**config.mk**
```make
export PLATFORM = sky130hd
export DESIGN_NAME = toy_register_memory_cpu_execute
export DESIGN_NICKNAME = d
export VERILOG_FILES = /design/src/rtl/trmc_pkg.sv /design/src/rtl/toy_register_memory_cpu_execute.sv /design/src/rtl/trmc_ram.sv
export VERILOG_INCLUDE_DIRS = /design/src /design/src/rtl
export SDC_FILE = /design/constraint.sdc
export NUM_CORES = 2
export LEC_CHECK = 0
export BUFFER_PORTS_ARGS = -buffer_cell sky130_fd_sc_hd__buf_2
export CAP_MARGIN = 10
export CORE_UTILIZATION = 37
export DETAILED_ROUTE_END_ITERATION = 10
export PLACE_DENSITY = 0.52
export SLEW_MARGIN = 20
export SYNTH_ARGS = -nofsm -noshare
export SYNTH_HDL_FRONTEND = slang
export SYNTH_SLANG_ARGS = --single-unit
```
**constraint.sdc**
```tcl
create_clock -name clk_i -period 6.58 [get_ports clk_i]
set_input_delay 0.658 -clock clk_i [delete_from_list [all_inputs] [get_ports clk_i]]
set_output_delay 0.658 -clock clk_i [all_outputs]
set_load 0.01 [all_outputs]
```
**src/rtl/toy_register_memory_cpu_execute_assert.svh**
```systemverilog
// Assertion macros used by the execute module.
`ifndef TOY_REGISTER_MEMORY_CPU_EXECUTE_ASSERT_SVH
`define TOY_REGISTER_MEMORY_CPU_EXECUTE_ASSERT_SVH

// Same-cycle implication.
`define TRMC_ASSERT_SAME(lbl, clk, rstn, ante, cons) \
  lbl: assert property (@(posedge clk) disable iff (!rstn) (ante) |-> (cons)) \
    else $error("trmc: same-cycle check failed");

// Next-cycle implication.
`define TRMC_ASSERT_NEXT(lbl, clk, rstn, ante, cons) \
  lbl: assert property (@(posedge clk) disable iff (!rstn) (ante) |=> (cons)) \
    else $error("trmc: next-cycle check failed");

`endif

```
**src/rtl/trmc_pkg.sv**
```systemverilog
package trmc_pkg;

  localparam int unsigned WORD_W = 32;
  localparam int unsigned PC_W   = 10;
  localparam int unsigned LEN_W  = 11;
  localparam int unsigned CNT_W  = $clog2(WORD_W);

  localparam logic [PC_W-1:0] START_PC_RST = PC_W'(1);

  typedef enum logic [3:0] {
    MODE_MOV = 4'd0,
    MODE_ADD = 4'd1,
    MODE_SUB = 4'd2,
    MODE_MUL = 4'd3,
    MODE_DIV = 4'd4,
    MODE_CMP = 4'd5,
    MODE_JMP = 4'd6,
    MODE_JE  = 4'd7,
    MODE_JG  = 4'd8,
    MODE_JL  = 4'd9,
    MODE_NOP = 4'd10
  } mode_e;

  typedef enum logic [1:0] {
    SRC_LIT = 2'd0,
    SRC_REG = 2'd1,
    SRC_MEM = 2'd2
  } src_kind_e;

  typedef enum logic {
    CFG_START_PC = 1'b0,
    CFG_PROG_LEN = 1'b1
  } cfg_index_e;

  // Input tdata, lowest field in the lowest bits.
  typedef struct packed {
    logic [1:0]  pad;
    logic        target_known;
    logic [9:0]  jump_target;
    logic [30:0] literal_value;
    logic [4:0]  src_addr;
    logic [2:0]  src_reg;
    logic [4:0]  dst_addr;
    logic [2:0]  dst_reg;
    logic [3:0]  mode;
  } in_data_t;

  // Input tuser.
  typedef struct packed {
    logic [1:0] src_kind;
    logic       dst_is_mem;
  } in_user_t;

  typedef struct packed {
    in_user_t user;
    in_data_t data;
  } item_t;

  // Output tdata, lowest field in the lowest bits.
  typedef struct packed {
    logic              fault;
    logic              halted;
    logic              less_flag;
    logic              greater_flag;
    logic              zero_flag;
    logic              write_valid;
    logic [WORD_W-1:0] write_value;
    logic [PC_W-1:0]   next_pc;
  } out_data_t;

  typedef struct packed {
    logic less;
    logic greater;
    logic zero;
  } flags_t;

endpackage

```
**src/rtl/toy_register_memory_cpu_execute.sv**
```systemverilog
// Executes one decoded instruction per input item against six registers, a
// small data memory, the compare flags and the program counter, and returns
// one result item per input item. Registers and memory words share one
// single-port-read RAM, read once for the source and once for the
// destination; all arithmetic goes through one 33-bit adder. After reset the
// block clears that RAM, one entry a cycle over all MEM_WORDS + NUM_REGS
// entries, and takes no item meanwhile (configuration writes are taken). An
// item then passes through source read, destination read, operate and
// write-back; MUL and DIV add the shift-and-add multiply and the restoring
// divide running one bit a cycle on the shared adder; an item arriving while
// the counter is halted goes straight to write-back. The result sits in an
// output register, so the next item may be accepted before it is taken.
`include "toy_register_memory_cpu_execute_assert.svh"

module toy_register_memory_cpu_execute
  import trmc_pkg::*;
#(
  parameter int unsigned MEM_WORDS = 32,
  parameter int unsigned NUM_REGS  = 6
) (
  input  logic        clk_i,
  input  logic        rst_ni,
  input  logic        s_axis_tvalid_i,
  output logic        s_axis_tready_o,
  // mode, dst_reg, dst_addr, src_reg, src_addr, literal_value, jump_target,
  // target_known, zero fill
  input  logic [63:0] s_axis_tdata_i,
  // dst_is_mem, src_kind
  input  logic [2:0]  s_axis_tuser_i,
  output logic        m_axis_tvalid_o,
  input  logic        m_axis_tready_i,
  // next_pc, write_value, write_valid, zero_flag, greater_flag, less_flag,
  // halted, fault
  output logic [47:0] m_axis_tdata_o,
  input  logic        cfg_we_i,
  input  logic        cfg_index_i,
  input  logic [10:0] cfg_wdata_i
);

  localparam int unsigned Depth = MEM_WORDS + NUM_REGS;
  localparam int unsigned AW    = $clog2(Depth);
  localparam int unsigned SumW  = WORD_W + 1;
  localparam logic [AW-1:0]    LastAddr = AW'(Depth - 1);
  localparam logic [CNT_W-1:0] LastStep = CNT_W'(WORD_W - 1);

  typedef enum logic [9:0] {
    S_CLEAR = 10'b00_0000_0001,
    S_IDLE  = 10'b00_0000_0010,
    S_RSRC  = 10'b00_0000_0100,
    S_RDST  = 10'b00_0000_1000,
    S_OPER  = 10'b00_0001_0000,
    S_NEGB  = 10'b00_0010_0000,
    S_DIV   = 10'b00_0100_0000,
    S_MUL   = 10'b00_1000_0000,
    S_NEGQ  = 10'b01_0000_0000,
    S_WB    = 10'b10_0000_0000
  } state_e;

  function automatic logic [AW-1:0] mem_idx(input logic [4:0] a);
    return AW'(NUM_REGS) + AW'(a);
  endfunction

  function automatic logic reg_ok(input logic [2:0] r);
    return {2'b00, r} < 5'(NUM_REGS);
  endfunction

  function automatic logic mem_ok(input logic [4:0] a);
    return {6'b0, a} < 11'(MEM_WORDS);
  endfunction

  state_e             state_q, state_d;
  logic [AW-1:0]      clr_q, clr_d;
  item_t              item_q, item_d;
  logic               skip_q, skip_d;
  logic [WORD_W-1:0]  src_q, src_d;
  logic [WORD_W-1:0]  dst_q, dst_d;
  logic [WORD_W-1:0]  acc_q, acc_d;
  logic [WORD_W-1:0]  quo_q, quo_d;
  logic [CNT_W-1:0]   cnt_q, cnt_d;
  logic               sign_q, sign_d;
  logic [WORD_W-1:0]  res_q, res_d;
  logic               wr_q, wr_d;
  logic               fault_q, fault_d;
  flags_t             flags_q, flags_d;
  logic [PC_W-1:0]    pc_q, pc_d;
  logic [LEN_W-1:0]   len_q, len_d;
  logic               ovalid_q, ovalid_d;
  out_data_t          odata_q, odata_d;

  logic               ram_we;
  logic [AW-1:0]      ram_waddr;
  logic [WORD_W-1:0]  ram_wdata;
  logic [AW-1:0]      ram_raddr;
  logic [WORD_W-1:0]  ram_rdata;

  logic [WORD_W-1:0]  add_a, add_b;
  logic               add_sub;
  logic [SumW-1:0]    add_sum;

  logic [AW-1:0]      src_index, dst_index;
  logic [WORD_W-1:0]  src_val, dst_val, rem_sh;
  logic               src_ok, dst_ok, arith, op_en, cmp_en, dst_lt;
  logic               take, wr_ok, out_free;
  logic [PC_W-1:0]    next_pc;
  mode_e              mode;

  trmc_ram #(
    .WIDTH(WORD_W),
    .DEPTH(Depth)
  ) u_ram (
    .clk_i  (clk_i),
    .we_i   (ram_we),
    .waddr_i(ram_waddr),
    .wdata_i(ram_wdata),
    .raddr_i(ram_raddr),
    .rdata_o(ram_rdata)
  );

  assign mode = mode_e'(item_q.data.mode);

  assign src_index = (item_q.user.src_kind == SRC_MEM) ? mem_idx(item_q.data.src_addr)
                                                       : AW'(item_q.data.src_reg);
  assign dst_index = item_q.user.dst_is_mem ? mem_idx(item_q.data.dst_addr)
                                            : AW'(item_q.data.dst_reg);

  assign src_ok = item_q.user.src_kind inside {SRC_LIT, SRC_REG, SRC_MEM};
  assign dst_ok = item_q.user.dst_is_mem ? (item_q.user.src_kind != SRC_MEM)
                                         : reg_ok(item_q.data.dst_reg);
  assign arith  = item_q.data.mode inside {MODE_MOV, MODE_ADD, MODE_SUB, MODE_MUL, MODE_DIV};
  assign op_en  = arith && dst_ok && src_ok;
  assign cmp_en = (mode == MODE_CMP) && !item_q.user.dst_is_mem &&
                  reg_ok(item_q.data.dst_reg) && src_ok;
  assign wr_ok  = !item_q.user.dst_is_mem || mem_ok(item_q.data.dst_addr);

  always_comb begin
    case (item_q.user.src_kind)
      SRC_LIT: src_val = {1'b0, item_q.data.literal_value};
      SRC_REG: src_val = reg_ok(item_q.data.src_reg) ? ram_rdata : '0;
      SRC_MEM: src_val = mem_ok(item_q.data.src_addr) ? ram_rdata : '0;
      default: src_val = '0;
    endcase
  end

  assign dst_val = (item_q.user.dst_is_mem && !mem_ok(item_q.data.dst_addr)) ? '0 : ram_rdata;
  assign rem_sh  = {acc_q[WORD_W-2:0], quo_q[WORD_W-1]};

  // Shared adder operand selection.
  always_comb begin
    add_a   = dst_val;
    add_b   = src_q;
    add_sub = 1'b1;
    case (state_q)
      S_OPER: begin
        if (mode == MODE_DIV) begin
          add_a = '0;
          add_b = dst_val;
        end else begin
          add_sub = (mode != MODE_ADD);
        end
      end
      S_NEGB: begin
        add_a = '0;
        add_b = src_q;
      end
      S_DIV: begin
        add_a = rem_sh;
        add_b = src_q;
      end
      S_MUL: begin
        add_a   = acc_q;
        add_b   = quo_q[0] ? dst_q : '0;
        add_sub = 1'b0;
      end
      S_NEGQ: begin
        add_a = '0;
        add_b = quo_q;
      end
      default: begin
        add_sub = 1'b1;
      end
    endcase
  end

  assign add_sum = {1'b0, add_a} + {1'b0, add_b ^ {WORD_W{add_sub}}} + SumW'(add_sub);

  assign dst_lt = (dst_val[WORD_W-1] ^ src_q[WORD_W-1]) ? dst_val[WORD_W-1]
                                                        : add_sum[WORD_W-1];

  always_comb begin
    case (mode)
      MODE_JMP: take = 1'b1;
      MODE_JE:  take = flags_q.zero;
      MODE_JG:  take = flags_q.greater;
      MODE_JL:  take = flags_q.less;
      default:  take = 1'b0;
    endcase
  end

  always_comb begin
    if (skip_q) begin
      next_pc = pc_q;
    end else if (take && item_q.data.target_known) begin
      next_pc = item_q.data.jump_target;
    end else begin
      next_pc = pc_q + PC_W'(1);
    end
  end

  assign out_free = !ovalid_q || m_axis_tready_i;

  always_comb begin
    state_d   = state_q;
    clr_d     = clr_q;
    item_d    = item_q;
    skip_d    = skip_q;
    src_d     = src_q;
    dst_d     = dst_q;
    acc_d     = acc_q;
    quo_d     = quo_q;
    cnt_d     = cnt_q;
    sign_d    = sign_q;
    res_d     = res_q;
    wr_d      = wr_q;
    fault_d   = fault_q;
    flags_d   = flags_q;
    pc_d      = pc_q;
    len_d     = len_q;
    ovalid_d  = ovalid_q && !m_axis_tready_i;
    odata_d   = odata_q;
    ram_we    = 1'b0;
    ram_waddr = dst_index;
    ram_wdata = res_q;
    ram_raddr = src_index;

    case (state_q)
      S_CLEAR: begin
        ram_we    = 1'b1;
        ram_waddr = clr_q;
        ram_wdata = '0;
        if (clr_q == LastAddr) begin
          state_d = S_IDLE;
        end else begin
          clr_d = clr_q + AW'(1);
        end
      end
      S_IDLE: begin
        if (s_axis_tvalid_i) begin
          item_d.data = in_data_t'(s_axis_tdata_i);
          item_d.user = in_user_t'(s_axis_tuser_i);
          skip_d      = ({1'b0, pc_q} == len_q);
          wr_d        = 1'b0;
          fault_d     = 1'b0;
          state_d     = ({1'b0, pc_q} == len_q) ? S_WB : S_RSRC;
        end
      end
      S_RSRC: begin
        state_d = S_RDST;
      end
      S_RDST: begin
        ram_raddr = dst_index;
        src_d     = src_val;
        state_d   = S_OPER;
      end
      S_OPER: begin
        state_d = S_WB;
        if (cmp_en) begin
          flags_d.zero    = (add_sum[WORD_W-1:0] == '0);
          flags_d.greater = (add_sum[WORD_W-1:0] != '0) && !dst_lt;
          flags_d.less    = (add_sum[WORD_W-1:0] != '0) && dst_lt;
        end
        if (op_en) begin
          case (mode)
            MODE_MOV: begin
              res_d = src_q;
              wr_d  = 1'b1;
            end
            MODE_ADD, MODE_SUB: begin
              res_d = add_sum[WORD_W-1:0];
              wr_d  = 1'b1;
            end
            MODE_MUL: begin
              acc_d   = '0;
              dst_d   = dst_val;
              quo_d   = src_q;
              cnt_d   = '0;
              state_d = S_MUL;
            end
            MODE_DIV: begin
              if (src_q == '0) begin
                fault_d = 1'b1;
              end else begin
                quo_d   = dst_val[WORD_W-1] ? add_sum[WORD_W-1:0] : dst_val;
                sign_d  = dst_val[WORD_W-1] ^ src_q[WORD_W-1];
                state_d = S_NEGB;
              end
            end
            default: begin
              wr_d = 1'b0;
            end
          endcase
        end
      end
      S_NEGB: begin
        src_d   = src_q[WORD_W-1] ? add_sum[WORD_W-1:0] : src_q;
        acc_d   = '0;
        cnt_d   = '0;
        state_d = S_DIV;
      end
      S_DIV: begin
        if (add_sum[WORD_W]) begin
          acc_d = add_sum[WORD_W-1:0];
          quo_d = {quo_q[WORD_W-2:0], 1'b1};
        end else begin
          acc_d = rem_sh;
          quo_d = {quo_q[WORD_W-2:0], 1'b0};
        end
        cnt_d = cnt_q + CNT_W'(1);
        if (cnt_q == LastStep) begin
          state_d = S_NEGQ;
        end
      end
      S_MUL: begin
        acc_d = add_sum[WORD_W-1:0];
        dst_d = {dst_q[WORD_W-2:0], 1'b0};
        quo_d = {1'b0, quo_q[WORD_W-1:1]};
        cnt_d = cnt_q + CNT_W'(1);
        if (cnt_q == LastStep) begin
          res_d   = add_sum[WORD_W-1:0];
          wr_d    = 1'b1;
          state_d = S_WB;
        end
      end
      S_NEGQ: begin
        res_d   = sign_q ? add_sum[WORD_W-1:0] : quo_q;
        wr_d    = 1'b1;
        state_d = S_WB;
      end
      S_WB: begin
        if (out_free) begin
          ram_we               = wr_q && wr_ok;
          pc_d                 = next_pc;
          ovalid_d             = 1'b1;
          odata_d.next_pc      = next_pc;
          odata_d.write_value  = (wr_q && wr_ok) ? res_q : '0;
          odata_d.write_valid  = wr_q && wr_ok;
          odata_d.zero_flag    = flags_q.zero;
          odata_d.greater_flag = flags_q.greater;
          odata_d.less_flag    = flags_q.less;
          odata_d.halted       = ({1'b0, next_pc} == len_q);
          odata_d.fault        = fault_q;
          state_d              = S_IDLE;
        end
      end
      default: begin
        state_d = S_IDLE;
      end
    endcase

    if (cfg_we_i) begin
      case (cfg_index_e'(cfg_index_i))
        CFG_START_PC: pc_d  = cfg_wdata_i[PC_W-1:0];
        CFG_PROG_LEN: len_d = cfg_wdata_i;
        default:      len_d = len_q;
      endcase
    end
  end

  always_ff @(posedge clk_i or negedge rst_ni) begin
    if (!rst_ni) begin
      state_q  <= S_CLEAR;
      clr_q    <= '0;
      skip_q   <= 1'b0;
      wr_q     <= 1'b0;
      fault_q  <= 1'b0;
      cnt_q    <= '0;
      flags_q  <= '0;
      pc_q     <= START_PC_RST;
      len_q    <= '0;
      ovalid_q <= 1'b0;
    end else begin
      state_q  <= state_d;
      clr_q    <= clr_d;
      skip_q   <= skip_d;
      wr_q     <= wr_d;
      fault_q  <= fault_d;
      cnt_q    <= cnt_d;
      flags_q  <= flags_d;
      pc_q     <= pc_d;
      len_q    <= len_d;
      ovalid_q <= ovalid_d;
    end
  end

  always_ff @(posedge clk_i) begin
    item_q  <= item_d;
    src_q   <= src_d;
    dst_q   <= dst_d;
    acc_q   <= acc_d;
    quo_q   <= quo_d;
    sign_q  <= sign_d;
    res_q   <= res_d;
    odata_q <= odata_d;
  end

  assign s_axis_tready_o = (state_q == S_IDLE);
  assign m_axis_tvalid_o = ovalid_q;
  assign m_axis_tdata_o  = odata_q;

  `TRMC_ASSERT_NEXT(a_busy_after_accept, clk_i, rst_ni, s_axis_tvalid_i && s_axis_tready_o, !s_axis_tready_o)
  `TRMC_ASSERT_SAME(a_fault_no_write, clk_i, rst_ni, ovalid_q && odata_q.fault, !odata_q.write_valid && odata_q.write_value == '0)
  `TRMC_ASSERT_SAME(a_flags_exclusive, clk_i, rst_ni, 1'b1, $onehot0(flags_q))
  `TRMC_ASSERT_NEXT(a_div_runs_full, clk_i, rst_ni, state_q == S_DIV && cnt_q != LastStep, state_q == S_DIV)

endmodule

```
**src/rtl/trmc_ram.sv**
```systemverilog
module trmc_ram #(
  parameter int unsigned WIDTH = 32,
  parameter int unsigned DEPTH = 38
) (
  input  logic                     clk_i,
  input  logic                     we_i,
  input  logic [$clog2(DEPTH)-1:0] waddr_i,
  input  logic [WIDTH-1:0]         wdata_i,
  input  logic [$clog2(DEPTH)-1:0] raddr_i,
  output logic [WIDTH-1:0]         rdata_o
);

  logic [WIDTH-1:0] mem_q [DEPTH];

  always_ff @(posedge clk_i) begin
    if (we_i) begin
      mem_q[waddr_i] <= wdata_i;
    end
    rdata_o <= mem_q[raddr_i];
  end

endmodule
```
# After elaboration in Yosys (flattened, before gate mapping)
# Memories as Yosys holds them, arrays and structs flattened. A register that Yosys moved wholly into a read port is not among the register bits.
# Index checks and enable logic that the tools add are counted.
[classes]
addsub = 7
n_lt_le_gt_ge = 2
eq_ne = 41
muxes = 71
bitwise_logic = 4
n_reduce_logical = 49
[ops]
columns = ["cell", "n"]
rows = [
  ["two-way mux 32 bit", 17],
  ["case mux 32 bit (3 select lines)", 4],
  ["case mux 32 bit (2 select lines)", 4],
  ["case mux 32 bit (4 select lines)", 2],
  ["two-way mux 10 bit", 14],
  ["case mux 10 bit (10 select lines)", 1],
  ["logical NOT 32 bit", 2],
  ["adder 32 x 32 -> 33 bit", 1],
  ["adder 33 x 1 -> 33 bit", 1],
  ["nonzero test 32 bit", 1],
  ["bitwise XOR 32 bit", 1],
  ["two-way mux 6 bit", 4],
  ["inequality test 2 bit, second input constant", 12],
  ["== test 10 x 11 -> 1 bit", 2],
  ["case mux 10 bit (2 select lines)", 1],
  ["== test 4 x 3 -> 1 bit, second input constant", 4],
  ["two-way mux 1 bit", 15],
  ["case mux 5 bit (3 select lines)", 1],
  ["AND reduction 5 bit", 3],
  ["adder 3 x 5 -> 6 bit, first input constant", 2],
  ["AND reduction 2 bit", 6],
  ["AND reduction 4 bit", 3],
  ["nonzero test 3 bit", 4],
  ["adder 10 x 1 -> 10 bit, second input constant", 1],
  ["other kinds (39)", 68],
]
[word_totals]
register_bits = 323
ram_bits = 1216
input_bits = 84
memories = 1
[mem_list]
columns = ["name", "words", "width", "rd", "rd_clocked_by_memory_dff", "wr", "line_no", "source"]
rows = [
  ["u_ram.mem_q", 38, 32, 1, 1, 1, "trmc_ram.sv:13", "logic [WIDTH-1:0] mem_q [DEPTH];"],
]

# Depth between registers and ports, before layout
[depth]
word_depth = 11
ltp_mapped = 24
mapped_depth_nobuf = 19

# Hierarchy
# A second synthesis with hierarchy kept.
[hier_totals]
hier_cells = 4519
hier_area_um2 = 67982.7
[modules_own_cells]
columns = ["module", "instances", "cells_per_inst", "area_per_inst_um2"]
rows = [
  ["trmc_ram", 1, 2496, 48137.4],
  ["toy_register_memory_cpu_execute", 1, 2023, 19845.3],
]

# Worst setup path before layout
# No wires, ideal clock.
[synth_timing]
path_kind = "reg2reg"
from = "register state_q[2]"
to = "register flags_q[0] (netlist name)"
setup_ns = 0.078
arrival_ns = 5.514
path_slack_ns = 0.988
path_stages_with_launch = 22
period_less_slack_ns = 5.592
path_cell_list = "dfrtp_1 > nor4_1 > buf_2 > nand3_1 > nor2_1 > and2_0 > clkbuf_1 > buf_1 > a221oi_1 > a21oi_1 > xnor2_1 > fa_1 > a211oi_1 > o211ai_1 > a22o_1 > o211a_1 > or3_1 > or4_4 > a2111oi_4 > nand4b_1 > nor4_2 > o21bai_1"
[synth_between]
elab_chain_cells = 6
word_cells_on_any_way = 14
classes_between = "2 x add/sub; 5 x eq/ne; 3 x mux; 1 x bitwise; 3 x reduce/logical"
[synth_rtl]
columns = ["element", "line_no", "source"]
rows = [
  ["from (decl)", "toy_register_memory_cpu_execute.sv:71", "state_e state_q, state_d;"],
  ["from (signal assigned)", "toy_register_memory_cpu_execute.sv:381", "state_q <= state_d;"],
  ["== test 10 x 9 -> 1 bit, or another cell as far along", "toy_register_memory_cpu_execute.sv:152", "case (state_q)"],
  ["OR reduction 2 bit (no line), or another cell as far along", "--", ""],
  ["case mux 32 bit (4 select lines) or bitwise XOR 32 bit (tied branches)", "toy_register_memory_cpu_execute.sv:152, toy_register_memory_cpu_execute.sv:184", ""],
  ["adder 32 x 32 -> 33 bit", "toy_register_memory_cpu_execute.sv:184", "assign add_sum = {1'b0, add_a} + {1'b0, add_b ^ {WORD_W{add_sub}}} + SumW'(add_sub);"],
  ["adder 33 x 1 -> 33 bit", "toy_register_memory_cpu_execute.sv:184", ""],
  ["logical NOT 32 bit", "toy_register_memory_cpu_execute.sv:267", "flags_d.zero = (add_sum[WORD_W-1:0] == '0);"],
  ["to (signal assigned)", "toy_register_memory_cpu_execute.sv:387", "flags_q <= flags_d;"],
  ["to (decl)", "toy_register_memory_cpu_execute.sv:84", "flags_t flags_q, flags_d;"],
]
# Several ways; a longest one is shown, not always the timed one.
# A chain may end at the register's enable or synchronous reset.

# Final worst setup path
[layout_timing]
from = "register item_q (netlist bit mode[1])"
to = "register flags_q[0] (netlist name)"
[layout_between]
elab_chain_cells = 7
word_cells_on_any_way = 17
classes_between = "2 x add/sub; 3 x eq/ne; 6 x mux; 1 x bitwise; 5 x reduce/logical"
[layout_rtl]
columns = ["element", "line_no", "source"]
rows = [
  ["from (decl)", "toy_register_memory_cpu_execute.sv:73", "item_t item_q, item_d;"],
  ["from (signal assigned)", "toy_register_memory_cpu_execute.sv:395", "item_q <= item_d;"],
  ["== test 4 x 3 -> 1 bit or inequality test 4 x 1 -> 1 bit (tied branches)", "toy_register_memory_cpu_execute.sv:154, toy_register_memory_cpu_execute.sv:158", ""],
  ["two-way mux 32 bit or two-way mux 1 bit (tied branches)", "toy_register_memory_cpu_execute.sv:154", "if (mode == MODE_DIV) begin"],
  ["case mux 32 bit (3 select lines) or case mux 1 bit (2 select lines) (tied branches)", "toy_register_memory_cpu_execute.sv:152", ""],
  ["bitwise XOR 32 bit", "toy_register_memory_cpu_execute.sv:184", ""],
  ["adder 32 x 32 -> 33 bit", "toy_register_memory_cpu_execute.sv:184", ""],
  ["adder 33 x 1 -> 33 bit", "toy_register_memory_cpu_execute.sv:184", ""],
  ["logical NOT 32 bit", "toy_register_memory_cpu_execute.sv:267", ""],
]
# Several ways; a longest one is shown, not always the timed one.

==> impl_metrics.json <==
{
  "post-route-util_pct": 42.45,
  "via_per_inst": 5.617,
  "area_growth_pct": 14.09,
  "cts_root_buffer": "sky130_fd_sc_hd__clkbuf_16",
  "final_report_hold_violation_count": 0,
  "grt_pass1_wl_um": 298800,
  "ys_ff_latch": 1571,
  "worst_hold_slack_ns": 0.04302,
  "period_needed_ns": 6.165,
  "design.die.area_um2": 188000,
  "power_density_nw_per_um2": 389.0,
  "tritonroute_pass_1_iters": 10,
  "synth_cell_types": 80,
  "drv_slew": 0,
  "grt_antenna_before_repair": 7,
  "drt_first_iter_violations": 4465,
  "switching_pwr_mw": 10.93,
  "timing.final.crit_share_pct": 93.70,
  "detailed_routed_wire_length_on_met3_um": 11450,
  "floorplan_core_area_um2": 185200,
  "initial_core_util_pct": 37.21,
  "post_cts.repair.setup_buffers": 0,
  "yosys_warnings": 0,
  "cellInternalPower_mw": 19.66,
  "synth_ff_type": "sky130_fd_sc_hd__edfxtp_1",
  "max_slew_margin_pct": 23.97,
  "routed_vias": 46180,
  "globalplace.congestion": 0.8834,
  "post_synth.cell_area_avg_um2": 12.45,
  "cts-root-to-sink-buffers": 3,
  "tritoncts": "built",
  "largest_net_degree_at_the_start_of_global_routing": 125,
  "totalNegativeSetupSlack_ns": 0,
  "synth_top_cell_by_area": "sky130_fd_sc_hd__edfxtp_1",
  "result_of_the_run": "finished clean",
  "critical_path.startpoint_type": "flip-flop",
  "path_clk_slew_ns": 0.07,
  "share_of_async_settable_or_async_resettable_flops_after_synthesis_pct": 3.119,
  "comb_power_share_pct": 31.5,
  "finalNonFillerCells": 8222,
  "numPlacedInstances": 7907,
  "drt-wirelength-per-cell_um": 24.79,
  "die_width_um": 433.6,
  "synth_cells": 5538,
  "report.final.setup_viol": 0,
  "largest_cells_by_area_after_synthesis": "sky130_fd_sc_hd__edfxtp_1 (65%), sky130_fd_sc_hd__nand2_1 (5.3%), sky130_fd_sc_hd__a211oi_1 (4.6%)",
  "maximum_achievable_frequency_mhz": 162.2,
  "yosys-top-cells-count": "sky130_fd_sc_hd__edfxtp_1 (1,490), sky130_fd_sc_hd__nand2_1 (968), sky130_fd_sc_hd__a211oi_1 (422)",
  "dr_wl_met2_um": 96880,
  "dieHeight_um": 433.6,
  "swShare_pct": 35.74,
  "first_global_vias": 44370,
  "antenna_left": 0,
  "sequential_share_of_power_pct": 38.2,
  "ir_worst_vdd_mv": 0.2773,
  "power.share.clock_pct": 30.4,
  "critPathCaptureType": "flip-flop",
  "synth-seq-area-share_pct": 67.63,
  "leakage_nw": 25.67,
  "cts_made_buffers": 173,
  "crit_arrival_ns": 6.86,
  "num_rows": 158,
  "drive_above_1_share_pct": 11.29,
  "synth-edff-count": 1490,
  "cp_data_required_time_ns": 7.28,
  "path_type_of_the_worst_min_delay_path": "input pin to flip-flop",
  "synthesis.area_um2": 68920,
  "setup_repair_after_global_routing_missed_its_margin": "false",
  "drc": 0,
  "timing.clock.skew_ns": 0.04013,
  "finalPower_mw": 30.59,
  "synthesis.nets": 5661,
  "clock_insertion_delay_at_the_later_pin_of_the_skew_report_ns": 0.81,
  "ios": 134,
  "total_routed_wirelength_um": 203900,
  "critical_path_peak_fanout": 20,
  "numClockSinks": 1571,
  "deepest_level_of_the_cts_h_tree": 4,
  "globalRoute.totalOverflow": 0,
  "routedLengthMet1_um": 89060,
  "top_count_cell_post_synth": "sky130_fd_sc_hd__edfxtp_1",
  "critical_path_class": "flip-flop to flip-flop",
  "gr-usage-all-layers_pct": 21.33,
  "highest_layer": "met5",
  "drv_cap": 0,
  "io_buf_count": 131,
  "tightest_slew_ns": 1.138,
  "fin_nets": 5729,
  "place.detailed.hpwl_um": 124400,
  "synth_largest_type_area_fraction_pct": 64.92
}
==> routing by layer <==
layer	track usage (%)	vias up
met2	34.87	1485
met4	7.090	10
met1	28.88	23100
met5	0	-
li1	-	21260
met3	3.324	327
==> placed cells by master (no fill, tap or decap), types with 52 or more instances in the layout <==
cell / instances
sky130_fd_sc_hd__a21oi_1: 295
sky130_fd_sc_hd__mux2i_1: 57
sky130_fd_sc_hd__a311oi_1: 130
sky130_fd_sc_hd__o21ai_0: 246
sky130_fd_sc_hd__inv_1: 67
sky130_fd_sc_hd__nor2_1: 125
sky130_fd_sc_hd__and2_1: 353
sky130_fd_sc_hd__nand3_1: 64
sky130_fd_sc_hd__nand2_1: 965
sky130_fd_sc_hd__buf_2: 131
sky130_fd_sc_hd__buf_4: 155
sky130_fd_sc_hd__a221oi_1: 58
sky130_fd_sc_hd__clkbuf_16: 177
sky130_fd_sc_hd__xnor2_1: 52
sky130_fd_sc_hd__a31oi_1: 165
sky130_fd_sc_hd__edfxtp_1: 1490
sky130_fd_sc_hd__a211oi_1: 422
==> worst paths after layout <==
kind                               startpoint            endpoint  slack, ns  depth (start not counted)
setup / recovery                      mode[1]          flags_q[0]       0.41                         19
hold / removal             s_axis_tdata_i[24]          item_q[24]       0.04                          1
setup reg to reg                      mode[1]          flags_q[0]       0.41                         19
hold reg to reg                       fault_q  m_axis_tdata_o[47]       0.47                          0
max in group asynchronous              rst_ni           len_q[10]       5.57                          3
min in group asynchronous              rst_ni            clr_q[5]       0.55                          3
==> state kept, by name (all words and copies together) (netlist names), 3 cells and up <==
name and flops:
acc_q 32, clr_q 6, cnt_q 5, dst_q 32, flags_q 3, item_q 61, len_q 11, m_axis_tdata_o 48
mode 4, pc_q 10, quo_q 32, res_q 32, src_q 32, state_q 10, u_ram.mem_q 1216, u_ram.rdata_o 32
==> critical path, cell delays in order (launching register included) <==
cell                        delay (ns)
sky130_fd_sc_hd__edfxtp_1         0.49
sky130_fd_sc_hd__or4b_2           0.89
sky130_fd_sc_hd__buf_4            0.30
sky130_fd_sc_hd__nand2_1          0.11
sky130_fd_sc_hd__a21oi_1          0.06
sky130_fd_sc_hd__a221oi_1         0.23
sky130_fd_sc_hd__a21oi_1          0.12
sky130_fd_sc_hd__xnor2_1          0.14
sky130_fd_sc_hd__ha_1             0.38
sky130_fd_sc_hd__a211oi_1         0.38
sky130_fd_sc_hd__o211ai_1         0.30
sky130_fd_sc_hd__a22o_1           0.31
sky130_fd_sc_hd__o211a_1          0.35
sky130_fd_sc_hd__or3_1            0.39
sky130_fd_sc_hd__or4_4            0.45
sky130_fd_sc_hd__a2111oi_4        0.33
sky130_fd_sc_hd__nand4b_1         0.18
sky130_fd_sc_hd__nor4_2           0.37
sky130_fd_sc_hd__buf_4            0.18
sky130_fd_sc_hd__o21bai_1         0.10
==> power by group through the flow <==
stage	Clock, mW	Sequential (mW)	Combinational, mW
after global routing	9.83	11.7	10.5
after floorplan	0	11.6	6.35
after global placement	0	11.9	9.47
after detailed placement	0	11.9	9.53
final	9.29	11.7	9.62
after CTS	9.47	11.7	9.57
==> cell families (layout without fill, tap and decap cells) <==
kind of cell	count (synthesis)	after routing	synth area share, %
AOI/OAI and AO/OA	1554	1554	15.27
xor gates and xnor gates	80	80	1.027
adders and majority gates	39	39	0.7189
buffers and inverters	486	686	2.676
DFF	1571	1571	67.63
muxes	76	76	1.136
other	0	4	0
and+or+nand+nor	1732	1732	11.55
==> what timing repair did <==
action,4_1_cts,5_1_grt
hold endpoints to repair,24,0
hold buffers,2,0
resized for setup,0,4
setup endpoints to repair,0,5
==> final cells by class <==
| cell class | instances | area [µm²] |
|---|---|---|
| Fill cell | 16990 | 106600 |
| Sequential cell | 1571 | 46610 |
| Multi-Input combinational cell | 3481 | 20960 |
| Clock buffer | 234 | 4763 |
| Tap cell | 2480 | 3103 |
| Timing Repair Buffer | 310 | 2287 |
| Clock inverter | 73 | 636.9 |
| Inverter | 69 | 261.5 |
| Antenna cell | 4 | 10.01 |
==> metrics by stage <==
stage               worst slack [ns]  instance area, µm²
global route                 0.02801               78630
CTS                           0.2172               78550
global placement              0.2392               73120
detailed placement            0.2099               73130
finish                        0.4148               78640
floorplan                     0.9884               68920
(Power assumes the default switching activity.)
